`src/hdl/mepc_pkg.sv`:
```
// Shared types, constants and helper functions of the event-to-command core.
// No dependencies.
package mepc_pkg;

    localparam logic [7:0]  END_MARK         = 8'hFC;
    localparam logic [3:0]  CMD_NOTE_OFF     = 4'h8;
    localparam logic [3:0]  CMD_NOTE_ON      = 4'h9;
    localparam logic [3:0]  CMD_CONTROL      = 4'hB;
    localparam logic [7:0]  CC_SOUND_OFF     = 8'h78;
    localparam logic [7:0]  CC_NOTES_OFF     = 8'h7B;
    localparam logic [16:0] TONE_CLK_DIV32   = 17'd111860;
    localparam logic [3:0]  ATT_VOICE0       = 4'd0;
    localparam logic [3:0]  ATT_NOISE        = 4'd10;
    localparam logic [3:0]  ATT_TONE         = 4'd7;
    localparam logic [3:0]  ATT_SILENT       = 4'd15;
    localparam logic [5:0]  NOISE_TONE_HIGH  = 6'd5;
    localparam logic [3:0]  NOISE_TONE_LOW   = 4'd5;
    localparam logic [15:0] TERM_DURATION    = 16'hFFFF;
    localparam logic [15:0] BORROW_MAX       = 16'hFFFF;

    localparam logic [15:0] TONE_TABLE [12] = '{
        16'd28160, 16'd29834, 16'd31608, 16'd33488, 16'd35479, 16'd37589,
        16'd39824, 16'd42192, 16'd44701, 16'd47359, 16'd50175, 16'd53159
    };

    typedef enum logic [2:0] {
        ST_IDLE,
        ST_DECODE,
        ST_CALC,
        ST_DIV,
        ST_COMMIT,
        ST_FL_PEND,
        ST_FL_TERM
    } t_state;

    // Commands from the controller to the datapath.
    typedef struct packed {
        logic       take;
        logic       decode;
        logic       calc;
        logic       div_go;
        logic       commit;
        logic       emit_pend;
        logic       emit_term;
        logic       mark_last;
        logic [1:0] fl_voice;
    } t_dp_ctl;

    // Status from the datapath to the controller.
    typedef struct packed {
        logic is_end;
        logic act;
        logic need_emit;
        logic div_idle;
        logic fl_pend;
        logic out_free;
    } t_dp_sts;

    typedef struct packed {
        logic [15:0] dur;
        logic [5:0]  th;
        logic [3:0]  tl;
        logic [3:0]  att;
    } t_pend;

    // Frequency in Hz of a note number; note 0 is silence.
    function automatic logic [15:0] note_hz(input logic [7:0] note);
        logic [8:0]  a;
        logic [16:0] pa;
        logic [4:0]  qa;
        logic [3:0]  idx;
        logic [7:0]  s;
        logic [16:0] ps;
        logic [4:0]  q;
        logic [3:0]  sh;
        a   = {1'b0, note} + 9'd3;
        pa  = 17'(a) * 17'd171;
        qa  = pa[15:11];
        idx = 4'(a - 9'(qa) * 9'd12);
        s   = (note >= 8'd9) ? (note - 8'd9) : 8'd0;
        ps  = 17'(s) * 17'd171;
        q   = ps[15:11];
        sh  = (q >= 5'd10) ? 4'd0 : 4'(5'd10 - q);
        if (note == 8'd0) begin
            return 16'd0;
        end
        return TONE_TABLE[idx] >> sh;
    endfunction

    // Shift the raw quotient right until it fits in ten bits.
    function automatic logic [9:0] norm_div(input logic [16:0] q);
        logic [9:0] d;
        d = q[9:0];
        for (int k = 1; k <= 7; k++) begin
            if (q[9+k]) begin
                d = 10'(q >> k);
            end
        end
        return d;
    endfunction

endpackage

```
`src/hdl/mepc_div.sv`:
```
// Restoring divider, one quotient bit per cycle, for the tone divider.
// Depends on mepc_pkg for the dividend constant.
module mepc_div (
    input  logic        i_clk,
    input  logic        i_rst_n,
    input  logic        i_start,
    input  logic [15:0] i_divisor,
    output logic        o_busy,
    output logic [16:0] o_quotient
);
    import mepc_pkg::*;

    logic [16:0] r_rem;
    logic [16:0] r_quo;
    logic [15:0] r_dvs;
    logic [4:0]  r_cnt;
    logic [16:0] w;
    logic        ge;

    assign w  = {r_rem[15:0], r_quo[16]};
    assign ge = (w >= {1'b0, r_dvs});

    always_ff @(posedge i_clk) begin
        if (!i_rst_n) begin
            r_cnt <= '0;
        end else if (i_start) begin
            r_cnt <= 5'd17;
        end else if (r_cnt != 5'd0) begin
            r_cnt <= r_cnt - 5'd1;
        end
    end

    always_ff @(posedge i_clk) begin
        if (i_start) begin
            r_rem <= '0;
            r_quo <= TONE_CLK_DIV32;
            r_dvs <= i_divisor;
        end else if (r_cnt != 5'd0) begin
            r_rem <= ge ? (w - {1'b0, r_dvs}) : w;
            r_quo <= {r_quo[15:0], ge};
        end
    end

    assign o_busy     = (r_cnt != 5'd0);
    assign o_quotient = r_quo;
endmodule

```
`src/hdl/mepc_ctrl.sv`:
```
// Controller state machine: sequences decode, period close, division and emission.
// Depends on mepc_pkg for the state, command and status types.
module mepc_ctrl #(
    parameter int VOICES = 4
) (
    input  logic              i_clk,
    input  logic              i_rst_n,
    input  logic              i_in_valid,
    output logic              o_in_ready,
    input  mepc_pkg::t_dp_sts i_sts,
    output mepc_pkg::t_dp_ctl o_ctl
);
    import mepc_pkg::*;

    localparam logic [1:0] LAST_VOICE = 2'(VOICES - 1);

    t_state     r_state, n_state;
    logic [1:0] r_fl, n_fl;

    always_ff @(posedge i_clk) begin
        if (!i_rst_n) begin
            r_state <= ST_IDLE;
            r_fl    <= '0;
        end else begin
            r_state <= n_state;
            r_fl    <= n_fl;
        end
    end

    always_comb begin
        n_state    = r_state;
        n_fl       = r_fl;
        o_in_ready = 1'b0;
        o_ctl      = '0;
        o_ctl.fl_voice = r_fl;
        case (r_state)
            ST_IDLE: begin
                o_in_ready = 1'b1;
                if (i_in_valid) begin
                    o_ctl.take = 1'b1;
                    n_state    = ST_DECODE;
                end
            end
            ST_DECODE: begin
                o_ctl.decode = 1'b1;
                if (i_sts.is_end) begin
                    n_fl    = '0;
                    n_state = ST_FL_PEND;
                end else if (i_sts.act) begin
                    n_state = ST_CALC;
                end else begin
                    n_state = ST_IDLE;
                end
            end
            ST_CALC: begin
                o_ctl.calc   = 1'b1;
                o_ctl.div_go = 1'b1;
                n_state      = ST_DIV;
            end
            ST_DIV: begin
                if (i_sts.div_idle) begin
                    n_state = ST_COMMIT;
                end
            end
            ST_COMMIT: begin
                if (!i_sts.need_emit || i_sts.out_free) begin
                    o_ctl.commit = 1'b1;
                    n_state      = ST_IDLE;
                end
            end
            ST_FL_PEND: begin
                if (!i_sts.fl_pend) begin
                    n_state = ST_FL_TERM;
                end else if (i_sts.out_free) begin
                    o_ctl.emit_pend = 1'b1;
                    n_state         = ST_FL_TERM;
                end
            end
            ST_FL_TERM: begin
                if (i_sts.out_free) begin
                    o_ctl.emit_term = 1'b1;
                    if (r_fl == LAST_VOICE) begin
                        o_ctl.mark_last = 1'b1;
                        n_state         = ST_IDLE;
                    end else begin
                        n_fl    = r_fl + 2'd1;
                        n_state = ST_FL_PEND;
                    end
                end
            end
            default: begin
                n_state = ST_IDLE;
            end
        endcase
    end
endmodule

```
`src/hdl/mepc_dp.sv`:
```
// Datapath: event decode, per-channel and per-voice state, period arithmetic,
// pending commands and the output register. Depends on mepc_pkg and mepc_div.
module mepc_dp #(
    parameter int IN_CHANNELS = 16,
    parameter int VOICES      = 4,
    parameter int NOISE_VOICE = 3
) (
    input  logic              i_clk,
    input  logic              i_rst_n,
    input  mepc_pkg::t_dp_ctl i_ctl,
    output mepc_pkg::t_dp_sts o_sts,
    input  logic              i_cfg_wr,
    input  logic [63:0]       i_cfg_data,
    output logic [63:0]       o_channel_map,
    input  logic [7:0]        i_delta_ticks,
    input  logic [7:0]        i_event_byte,
    input  logic [7:0]        i_param1,
    input  logic [7:0]        i_param2,
    input  logic              i_out_ready,
    output logic              o_out_valid,
    output logic [1:0]        o_voice,
    output logic [15:0]       o_duration,
    output logic [5:0]        o_tone_high,
    output logic [3:0]        o_tone_low,
    output logic [3:0]        o_attenuation,
    output logic              o_terminator,
    output logic              o_last
);
    import mepc_pkg::*;

    localparam int CH_W    = (IN_CHANNELS > 1) ? $clog2(IN_CHANNELS) : 1;
    localparam int VOICE_W = (VOICES > 1) ? $clog2(VOICES) : 1;
    localparam logic [1:0] NOISE_V = 2'(NOISE_VOICE);

    logic [63:0] r_channel_map;
    logic [7:0]  r_running;
    logic [31:0] r_song;
    logic [7:0]  r_delta, r_ev, r_p1, r_p2;
    logic [7:0]  r_held [IN_CHANNELS];
    logic [15:0] r_freq [VOICES];
    logic [31:0] r_last_ticks [VOICES];
    logic [15:0] r_borrowed [VOICES];
    logic        r_pv [VOICES];
    t_pend       r_pend [VOICES];
    logic [1:0]  r_voice;
    logic [15:0] r_newf;
    logic [15:0] r_c_dur;
    logic [3:0]  r_c_att;
    logic        r_old_nz;
    logic        r_need_emit;

    // Decode of the latched event.
    logic        is_end;
    logic [7:0]  ev_eff;
    logic [3:0]  ev_cmd, ev_ch;
    logic        ch_ok, v_ok;
    logic [3:0]  v_nib;
    logic [7:0]  held;
    logic        note_on, note_off, ctl_off, wants;
    logic [15:0] newf;

    assign is_end  = (r_delta == END_MARK) || (r_ev == END_MARK);
    assign ev_eff  = r_ev[7] ? r_ev : r_running;
    assign ev_cmd  = ev_eff[7:4];
    assign ev_ch   = ev_eff[3:0];
    assign ch_ok   = ({1'b0, ev_ch} < 5'(IN_CHANNELS));
    assign v_nib   = 4'(r_channel_map >> {ev_ch, 2'b00});
    assign v_ok    = ({1'b0, v_nib} < 5'(VOICES));
    assign held    = r_held[ev_ch[CH_W-1:0]];
    assign note_on = (ev_cmd == CMD_NOTE_ON) && (r_p2 != 8'd0);
    assign note_off = (((ev_cmd == CMD_NOTE_ON) && (r_p2 == 8'd0))
                      || (ev_cmd == CMD_NOTE_OFF)) && (held == r_p1);
    assign ctl_off = (ev_cmd == CMD_CONTROL)
                     && ((r_p1 == CC_NOTES_OFF) || (r_p1 == CC_SOUND_OFF));
    assign wants   = (note_on || note_off || ctl_off) && ch_ok && v_ok;
    assign newf    = note_on ? note_hz(r_p1) : 16'd0;

    // Period close arithmetic for the selected voice.
    logic [VOICE_W-1:0] vi;
    logic [31:0] elapsed;
    logic [32:0] t_full;
    logic        t_neg, t_zero, old_nz, replace;
    logic [15:0] b_new, c_dur;

    assign vi      = r_voice[VOICE_W-1:0];
    assign old_nz  = (r_freq[vi] != 16'd0);
    assign elapsed = r_song - r_last_ticks[vi];
    assign t_full  = {1'b0, elapsed} - {17'd0, r_borrowed[vi]};
    assign t_neg   = t_full[32];
    assign t_zero  = t_neg || (t_full[31:0] == 32'd0);

    always_comb begin
        b_new   = t_neg ? (r_borrowed[vi] - elapsed[15:0]) : 16'd0;
        c_dur   = t_neg ? 16'd0 : t_full[15:0];
        replace = 1'b0;
        if (t_zero && r_pv[vi]) begin
            if (old_nz) begin
                c_dur   = r_pend[vi].dur;
                replace = 1'b1;
            end else begin
                c_dur = 16'd1;
                if (b_new != BORROW_MAX) begin
                    b_new = b_new + 16'd1;
                end
            end
        end
    end

    // Tone divider of the old frequency.
    logic        div_busy;
    logic [16:0] div_q;
    logic [9:0]  div_d;

    mepc_div u_div (
        .i_clk      (i_clk),
        .i_rst_n    (i_rst_n),
        .i_start    (i_ctl.div_go && old_nz),
        .i_divisor  (r_freq[vi]),
        .o_busy     (div_busy),
        .o_quotient (div_q)
    );

    assign div_d = norm_div(div_q);

    // Command and flush voice selections.
    logic [VOICE_W-1:0] fi;
    t_pend emit_src;
    logic [1:0] emit_voice;
    assign fi         = i_ctl.fl_voice[VOICE_W-1:0];
    assign emit_voice = i_ctl.emit_pend ? i_ctl.fl_voice : r_voice;
    assign emit_src   = i_ctl.emit_pend ? r_pend[fi] : r_pend[vi];

    always_ff @(posedge i_clk) begin
        if (!i_rst_n) begin
            r_channel_map <= '1;
            r_running     <= '0;
            r_song        <= '0;
            for (int c = 0; c < IN_CHANNELS; c++) begin
                r_held[c] <= '0;
            end
            for (int v = 0; v < VOICES; v++) begin
                r_freq[v]       <= '0;
                r_last_ticks[v] <= '0;
                r_borrowed[v]   <= '0;
                r_pv[v]         <= 1'b0;
            end
        end else begin
            if (i_cfg_wr) begin
                r_channel_map <= i_cfg_data;
            end
            if (i_ctl.take && (i_delta_ticks != END_MARK)) begin
                r_song <= r_song + 32'(i_delta_ticks);
            end
            if (i_ctl.decode && !is_end) begin
                r_running <= ev_eff;
                if (ch_ok && v_ok) begin
                    if (note_on) begin
                        r_held[ev_ch[CH_W-1:0]] <= r_p1;
                    end else if (note_off) begin
                        r_held[ev_ch[CH_W-1:0]] <= 8'd0;
                    end
                end
            end
            if (i_ctl.calc) begin
                r_borrowed[vi] <= b_new;
            end
            if (i_ctl.commit) begin
                r_pv[vi]         <= 1'b1;
                r_freq[vi]       <= r_newf;
                r_last_ticks[vi] <= r_song;
            end
            if (i_ctl.emit_pend) begin
                r_pv[fi] <= 1'b0;
            end
        end
    end

    always_ff @(posedge i_clk) begin
        if (i_ctl.take) begin
            r_delta <= i_delta_ticks;
            r_ev    <= i_event_byte;
            r_p1    <= i_param1;
            r_p2    <= i_param2;
        end
        if (i_ctl.decode) begin
            r_voice <= v_nib[1:0];
            r_newf  <= newf;
        end
        if (i_ctl.calc) begin
            r_c_dur     <= c_dur;
            r_old_nz    <= old_nz;
            r_need_emit <= !replace && r_pv[vi];
            if (!old_nz) begin
                r_c_att <= ATT_SILENT;
            end else if (r_voice == 2'd0) begin
                r_c_att <= ATT_VOICE0;
            end else if (r_voice == NOISE_V) begin
                r_c_att <= ATT_NOISE;
            end else begin
                r_c_att <= ATT_TONE;
            end
        end
        if (i_ctl.commit) begin
            r_pend[vi].dur <= r_c_dur;
            r_pend[vi].th  <= r_old_nz ? div_d[9:4] : 6'd0;
            r_pend[vi].tl  <= r_old_nz ? div_d[3:0] : 4'd0;
            r_pend[vi].att <= r_c_att;
        end
    end

    // Output register.
    logic load_cmd;
    assign load_cmd = i_ctl.emit_pend || (i_ctl.commit && r_need_emit);

    always_ff @(posedge i_clk) begin
        if (!i_rst_n) begin
            o_out_valid <= 1'b0;
        end else if (load_cmd || i_ctl.emit_term) begin
            o_out_valid <= 1'b1;
        end else if (i_out_ready) begin
            o_out_valid <= 1'b0;
        end
    end

    always_ff @(posedge i_clk) begin
        if (i_ctl.emit_term) begin
            o_voice       <= i_ctl.fl_voice;
            o_duration    <= TERM_DURATION;
            o_tone_high   <= 6'd0;
            o_tone_low    <= 4'd0;
            o_attenuation <= 4'd0;
            o_terminator  <= 1'b1;
            o_last        <= i_ctl.mark_last;
        end else if (load_cmd) begin
            o_voice       <= emit_voice;
            o_duration    <= emit_src.dur;
            o_tone_high   <= (emit_voice == NOISE_V) ? NOISE_TONE_HIGH : emit_src.th;
            o_tone_low    <= (emit_voice == NOISE_V) ? NOISE_TONE_LOW : emit_src.tl;
            o_attenuation <= emit_src.att;
            o_terminator  <= 1'b0;
            o_last        <= i_ctl.commit;
        end
    end

    assign o_channel_map  = r_channel_map;
    assign o_sts.is_end    = is_end;
    assign o_sts.act       = wants && (newf != r_freq[v_nib[VOICE_W-1:0]]);
    assign o_sts.need_emit = r_need_emit;
    assign o_sts.div_idle  = !div_busy;
    assign o_sts.fl_pend   = r_pv[fi];
    assign o_sts.out_free  = !o_out_valid || i_out_ready;
endmodule

```
`src/hdl/midi_events_to_psg_commands_core.sv`:
```
// Top level of the event-to-command core: configuration port, controller and datapath.
// Depends on mepc_pkg, mepc_ctrl, mepc_dp and mepc_div.
//
//   Channel    Handshake                         Payload
//   input      i_in_valid / o_in_ready           delta_ticks, event_byte, param1, param2
//   output     o_out_valid / i_out_ready         voice, duration, tone_high, tone_low,
//                                                attenuation, terminator, last
//   config     psel, penable, pwrite, pready     paddr, pwdata, prdata (channel_map)
//
// Steps: a request that changes nothing is accepted and decoded; one that closes
// a period is accepted, decoded, then goes through the period arithmetic, the divide
// state and a commit, with no division when the voice was silent; an end request
// is accepted and decoded, then passes a pending and a terminator state per voice.
// Reset is synchronous, active low, with no clearing pass. A stalled output
// holds the controller in its emit state, and input is taken only in its idle state.
module midi_events_to_psg_commands_core #(
    parameter int IN_CHANNELS = 16,
    parameter int VOICES      = 4,
    parameter int NOISE_VOICE = 3
) (
    input  logic        i_clk,
    input  logic        i_rst_n,
    input  logic        i_in_valid,
    output logic        o_in_ready,
    input  logic [7:0]  i_delta_ticks,
    input  logic [7:0]  i_event_byte,
    input  logic [7:0]  i_param1,
    input  logic [7:0]  i_param2,
    output logic        o_out_valid,
    input  logic        i_out_ready,
    output logic [1:0]  o_voice,
    output logic [15:0] o_duration,
    output logic [5:0]  o_tone_high,
    output logic [3:0]  o_tone_low,
    output logic [3:0]  o_attenuation,
    output logic        o_terminator,
    output logic        o_last,
    input  logic        psel,
    input  logic        penable,
    input  logic        pwrite,
    input  logic [3:0]  paddr,
    input  logic [63:0] pwdata,
    output logic [63:0] prdata,
    output logic        pready
);
    import mepc_pkg::*;

    t_dp_ctl     ctl;
    t_dp_sts     sts;
    logic        cfg_wr;
    logic [63:0] channel_map;

    // The only register, channel_map, sits at byte address 0; bit 3 of the
    // address selects anything beyond it, which reads as zero and ignores writes.
    assign pready = 1'b1;
    assign cfg_wr = psel && penable && pwrite && !paddr[3];
    assign prdata = paddr[3] ? 64'd0 : channel_map;

    // The controller decides what happens each cycle; the datapath holds all
    // of the song state and answers with a few status flags.
    mepc_ctrl #(
        .VOICES (VOICES)
    ) u_ctrl (
        .i_clk      (i_clk),
        .i_rst_n    (i_rst_n),
        .i_in_valid (i_in_valid),
        .o_in_ready (o_in_ready),
        .i_sts      (sts),
        .o_ctl      (ctl)
    );

    mepc_dp #(
        .IN_CHANNELS (IN_CHANNELS),
        .VOICES      (VOICES),
        .NOISE_VOICE (NOISE_VOICE)
    ) u_dp (
        .i_clk         (i_clk),
        .i_rst_n       (i_rst_n),
        .i_ctl         (ctl),
        .o_sts         (sts),
        .i_cfg_wr      (cfg_wr),
        .i_cfg_data    (pwdata),
        .o_channel_map (channel_map),
        .i_delta_ticks (i_delta_ticks),
        .i_event_byte  (i_event_byte),
        .i_param1      (i_param1),
        .i_param2      (i_param2),
        .i_out_ready   (i_out_ready),
        .o_out_valid   (o_out_valid),
        .o_voice       (o_voice),
        .o_duration    (o_duration),
        .o_tone_high   (o_tone_high),
        .o_tone_low    (o_tone_low),
        .o_attenuation (o_attenuation),
        .o_terminator  (o_terminator),
        .o_last        (o_last)
    );
endmodule

```
`config.mk`:
```
export PLATFORM = sky130hd
export DESIGN_NAME = midi_events_to_psg_commands_core
export DESIGN_NICKNAME = d
export VERILOG_FILES = /design/src/hdl/mepc_pkg.sv /design/src/hdl/mepc_div.sv /design/src/hdl/mepc_ctrl.sv /design/src/hdl/mepc_dp.sv /design/src/hdl/midi_events_to_psg_commands_core.sv
export SDC_FILE = /design/constraint.sdc
export NUM_CORES = 2
export LEC_CHECK = 0
export BUFFER_PORTS_ARGS = -buffer_cell sky130_fd_sc_hd__buf_2
export CORE_MARGIN = 3
export CORE_UTILIZATION = 57
export DETAILED_ROUTE_END_ITERATION = 12
export HOLD_SLACK_MARGIN = 0.06
export PLACE_DENSITY = 0.78
export SLEW_MARGIN = 20
export SYNTH_ARGS = -nofsm -noshare
export SYNTH_HDL_FRONTEND = slang
export SYNTH_HIERARCHICAL = 1
export SYNTH_SLANG_ARGS = --single-unit
export TNS_END_PERCENT = 20
```
`constraint.sdc`:
```
create_clock -name i_clk -period 8.4 [get_ports i_clk]
set_input_delay 0.84 -clock i_clk [delete_from_list [all_inputs] [get_ports i_clk]]
set_output_delay 0.84 -clock i_clk [all_outputs]
set_load 0.02 [all_outputs]
```
==> metrics.yaml <==
status: "finished with violations"
violations: "setup timing"
ys_async_sr_fraction_pct: 0
hold_buffers: 0
p_leak_nw: 20.1
num_rows: 102
synth-seq-area-share_pct: 47.8
max_stage_delay_ps: 520
clockBufferDepth: 3
htreeDepth: 3
fin_skew_ps: 50.1
wl_met1_um: 47000
areaGrowthSynthToFinish_pct: 13.8
synth-xor-area-share_pct: 2.41
arrival_ps: 9310
start_util_pct: 57.6
finalCriticalPeriod_ps: 8790
finalSetupTns_ps: -387
hp-class: "in -> reg"
die_height_um: 286
synth_compound_area_share_pct: 9.88
slew_viol_final: 0
rsz0062_at_grt: "yes"
viasPerCell: 6.11
die_w_um: 286
crit_path_end_kind: "flip-flop"
synthMuxAreaShare_pct: 12.2
post_drt_wl_per_cell_um: 20.7
nets: 4656
routed-wl-met3_um: 7460
final_cell_area_sq_mm: 0.0509
dp.cells: 5291
grt_start_max_net_pins: 77
routabilityCongestion: 0.954
dp_hpwl_um: 78000
instances_no_fill: 5458
ant_nets: 0
finalSetupViolCount: 1
final_common_cell: "edfxtp_1"
grt_pass1_vias: 33000
cts_made_buffers: 82
netlist_area_sq_mm: 0.0447
grt_first_pass_wirelength_um: 179000
syn-num-nets: 4380
clk_pin_slew_worst_paths_ps: 60
io_buffers: 203
drt_iter0_markers: 3074
drive_above_1_share_pct: 20.2
ys_types: 118
synth-adder-area-share_pct: 6.28
p_per_area_mw_per_mm2: 430
synth_top_area_share_pct: 39.6
antenna_found_initial: 6
synth_largest_area_cell: "edfxtp_1"
peakVddDrop_uv: 625
grt_overflow: 0
ys.warnings.count: 6
grt_use_total_pct: 27.3
core_area_sq_mm: 0.0776
placed_area_sq_mm: 0.0479
cts_tree: "yes"
hold_viol: 0
vias: 33400
synth_top_family_by_area: "simple AND/OR/NAND/NOR gates"
required_ps: 8920
path_class: "reg -> reg"
crit_fanout: 6
synth_flop_cell: "edfxtp_1"
power_mw: 21.9
fin_util_pct: 65.6
fin_ws_ps: -387
ys_seq_elements: 774
met2_wirelength_um: 55900
worst_path_most_repeated_cell: "fa_1"
drc: 0
slowest_stage: "edfxtp_1"
syn_avg_cell_area_sq_um: 11.0
synth_edf_count: 590
tightest_slew_ps: 1150
root_buffer: "clkbuf_16"
synth.area.top_cells: "edfxtp_1 (40%), mux4_2 (8.3%), dfxtp_1 (8.2%)"
first_pass_iters: 6
synth-simple-area-share_pct: 17.3
maxUsedRoutingLayer: "met4"
final_cell_mix: "edfxtp_1 (590), nor2_1 (417), nand2_1 (346), buf_4 (233), buf_2 (202)"
io_pins: 208
start_kind: "flip-flop"
drt-total-wl_um: 113000
clock-sinks: 774
max_freq_mhz: 114
syn_inst: 4067
slew_headroom_pct: 22.8
clk_latency_ps: 660
die-area_sq_mm: 0.0819
maxCapViolCount: 0
final.period_utilization_pct: 105
==> critical path, delay by kind of cell (launching register included) <==
| family | cells | cell delay [ps] |
|---|---|---|
| flip-flops | 1 | 520 |
| AO/OA/AOI/OAI | 12 | 2500 |
| AND/OR/NAND/NOR | 9 | 2240 |
| buffers and inverters | 6 | 530 |
| adder cells (fa/ha/maj) | 7 | 2470 |
| multiplexers | 2 | 390 |
==> logic make-up (layout without fill, tap and decap cells) <==
kind of cell               after synthesis  count (layout)
other                                    1               7
DFF                                    774             774
buffers and inverters                  453             798
AOI/OAI and AO/OA                      649             649
muxes                                  335             335
and+or+nand+nor                       1526            1526
adders and majority gates              206             206
xor gates and xnor gates               123             123
==> path summary, 6_finish.rpt <==
check	start	end	slack (ps)	depth (start not counted)
setup / recovery	u_dp/r_p1[0]$_DFFE_PP_	u_ctrl/r_state[1]$_SDFFE_PN0P_	-390	36
hold / removal	i_param2[3]	u_dp/r_p2[3]$_DFFE_PP_	350	1
setup reg to reg	u_dp/r_p1[0]$_DFFE_PP_	u_ctrl/r_state[1]$_SDFFE_PN0P_	-390	36
hold reg to reg	u_dp/o_terminator$_SDFFE_PP1P_	u_dp/o_terminator$_SDFFE_PP1P_	450	1
==> where the power goes <==
group | internal [mW] | switching [mW] | leakage [nW]
Sequential | 4.39 | 0.258 | 7.32
Combinational | 6.18 | 7.39 | 11.4
Clock | 2.10 | 1.57 | 1.34
==> synthesized netlist by cell type, drive strengths merged, types with 128 or more instances <==
cell type  instances
o21ai            128
and2             193
a21oi            173
mux2i            151
edfxtp           590
clkbuf           166
nor2             422
dfxtp            184
ha               175
nand2            349
inv              205
mux4             165
==> state kept, by name, indices dropped and copies added, names as in the netlist, 5 cells and up, named ones only <==
register,flops
u_dp/r_running,8
u_dp/r_p1,8
u_dp/r_freq,64
u_dp/u_div/r_dvs,16
u_dp/r_song,32
u_dp/u_div/r_cnt,5
u_dp/o_duration,16
u_dp/r_ev,8
u_dp/r_c_dur,16
u_dp/r_held,128
u_dp/u_div/r_rem,16
u_dp/o_channel_map,64
u_dp/o_tone_high,6
u_dp/r_newf,16
u_dp/r_pend,116
u_dp/r_p2,8
u_dp/r_last_ticks,128
u_dp/u_div/o_quotient,17
u_dp/r_borrowed,64
u_dp/r_delta,8
==> area by class of cell <==
type	instances	area, sq um
Antenna cell	6	15.0
Clock buffer	117	2340
Clock inverter	36	413
Fill cell	5870	26700
Inverter	206	781
Multi-Input combinational cell	2840	21800
Sequential cell	774	21400
Tap cell	1040	1300
Timing Repair Buffer	439	2810
==> stage by stage <==
stage	setup slack, ps	hold slack, ps
after detailed placement	-549	435
after floorplan	-414	428
after global routing	-742	333
after CTS	-365	323
final	-387	354
after global placement	-424	429
==> what timing repair did <==
item / in CTS / in global routing
setup buffers: 5 / 3
pin swaps: 7 / 6
setup endpoints to repair: 17 / 65
gates resized for setup: 12 / 18
==> layer usage <==
| layer | GRT usage (%) | vias to the layer above |
|---|---|---|
| met5 | 0 | - |
| met4 | 8.03 | 0 |
| met3 | 3.33 | 213 |
| met2 | 46.6 | 1312 |
| met1 | 36.8 | 16500 |
| li1 | - | 15400 |
Note: power is estimated with default switching activity, not from simulation.
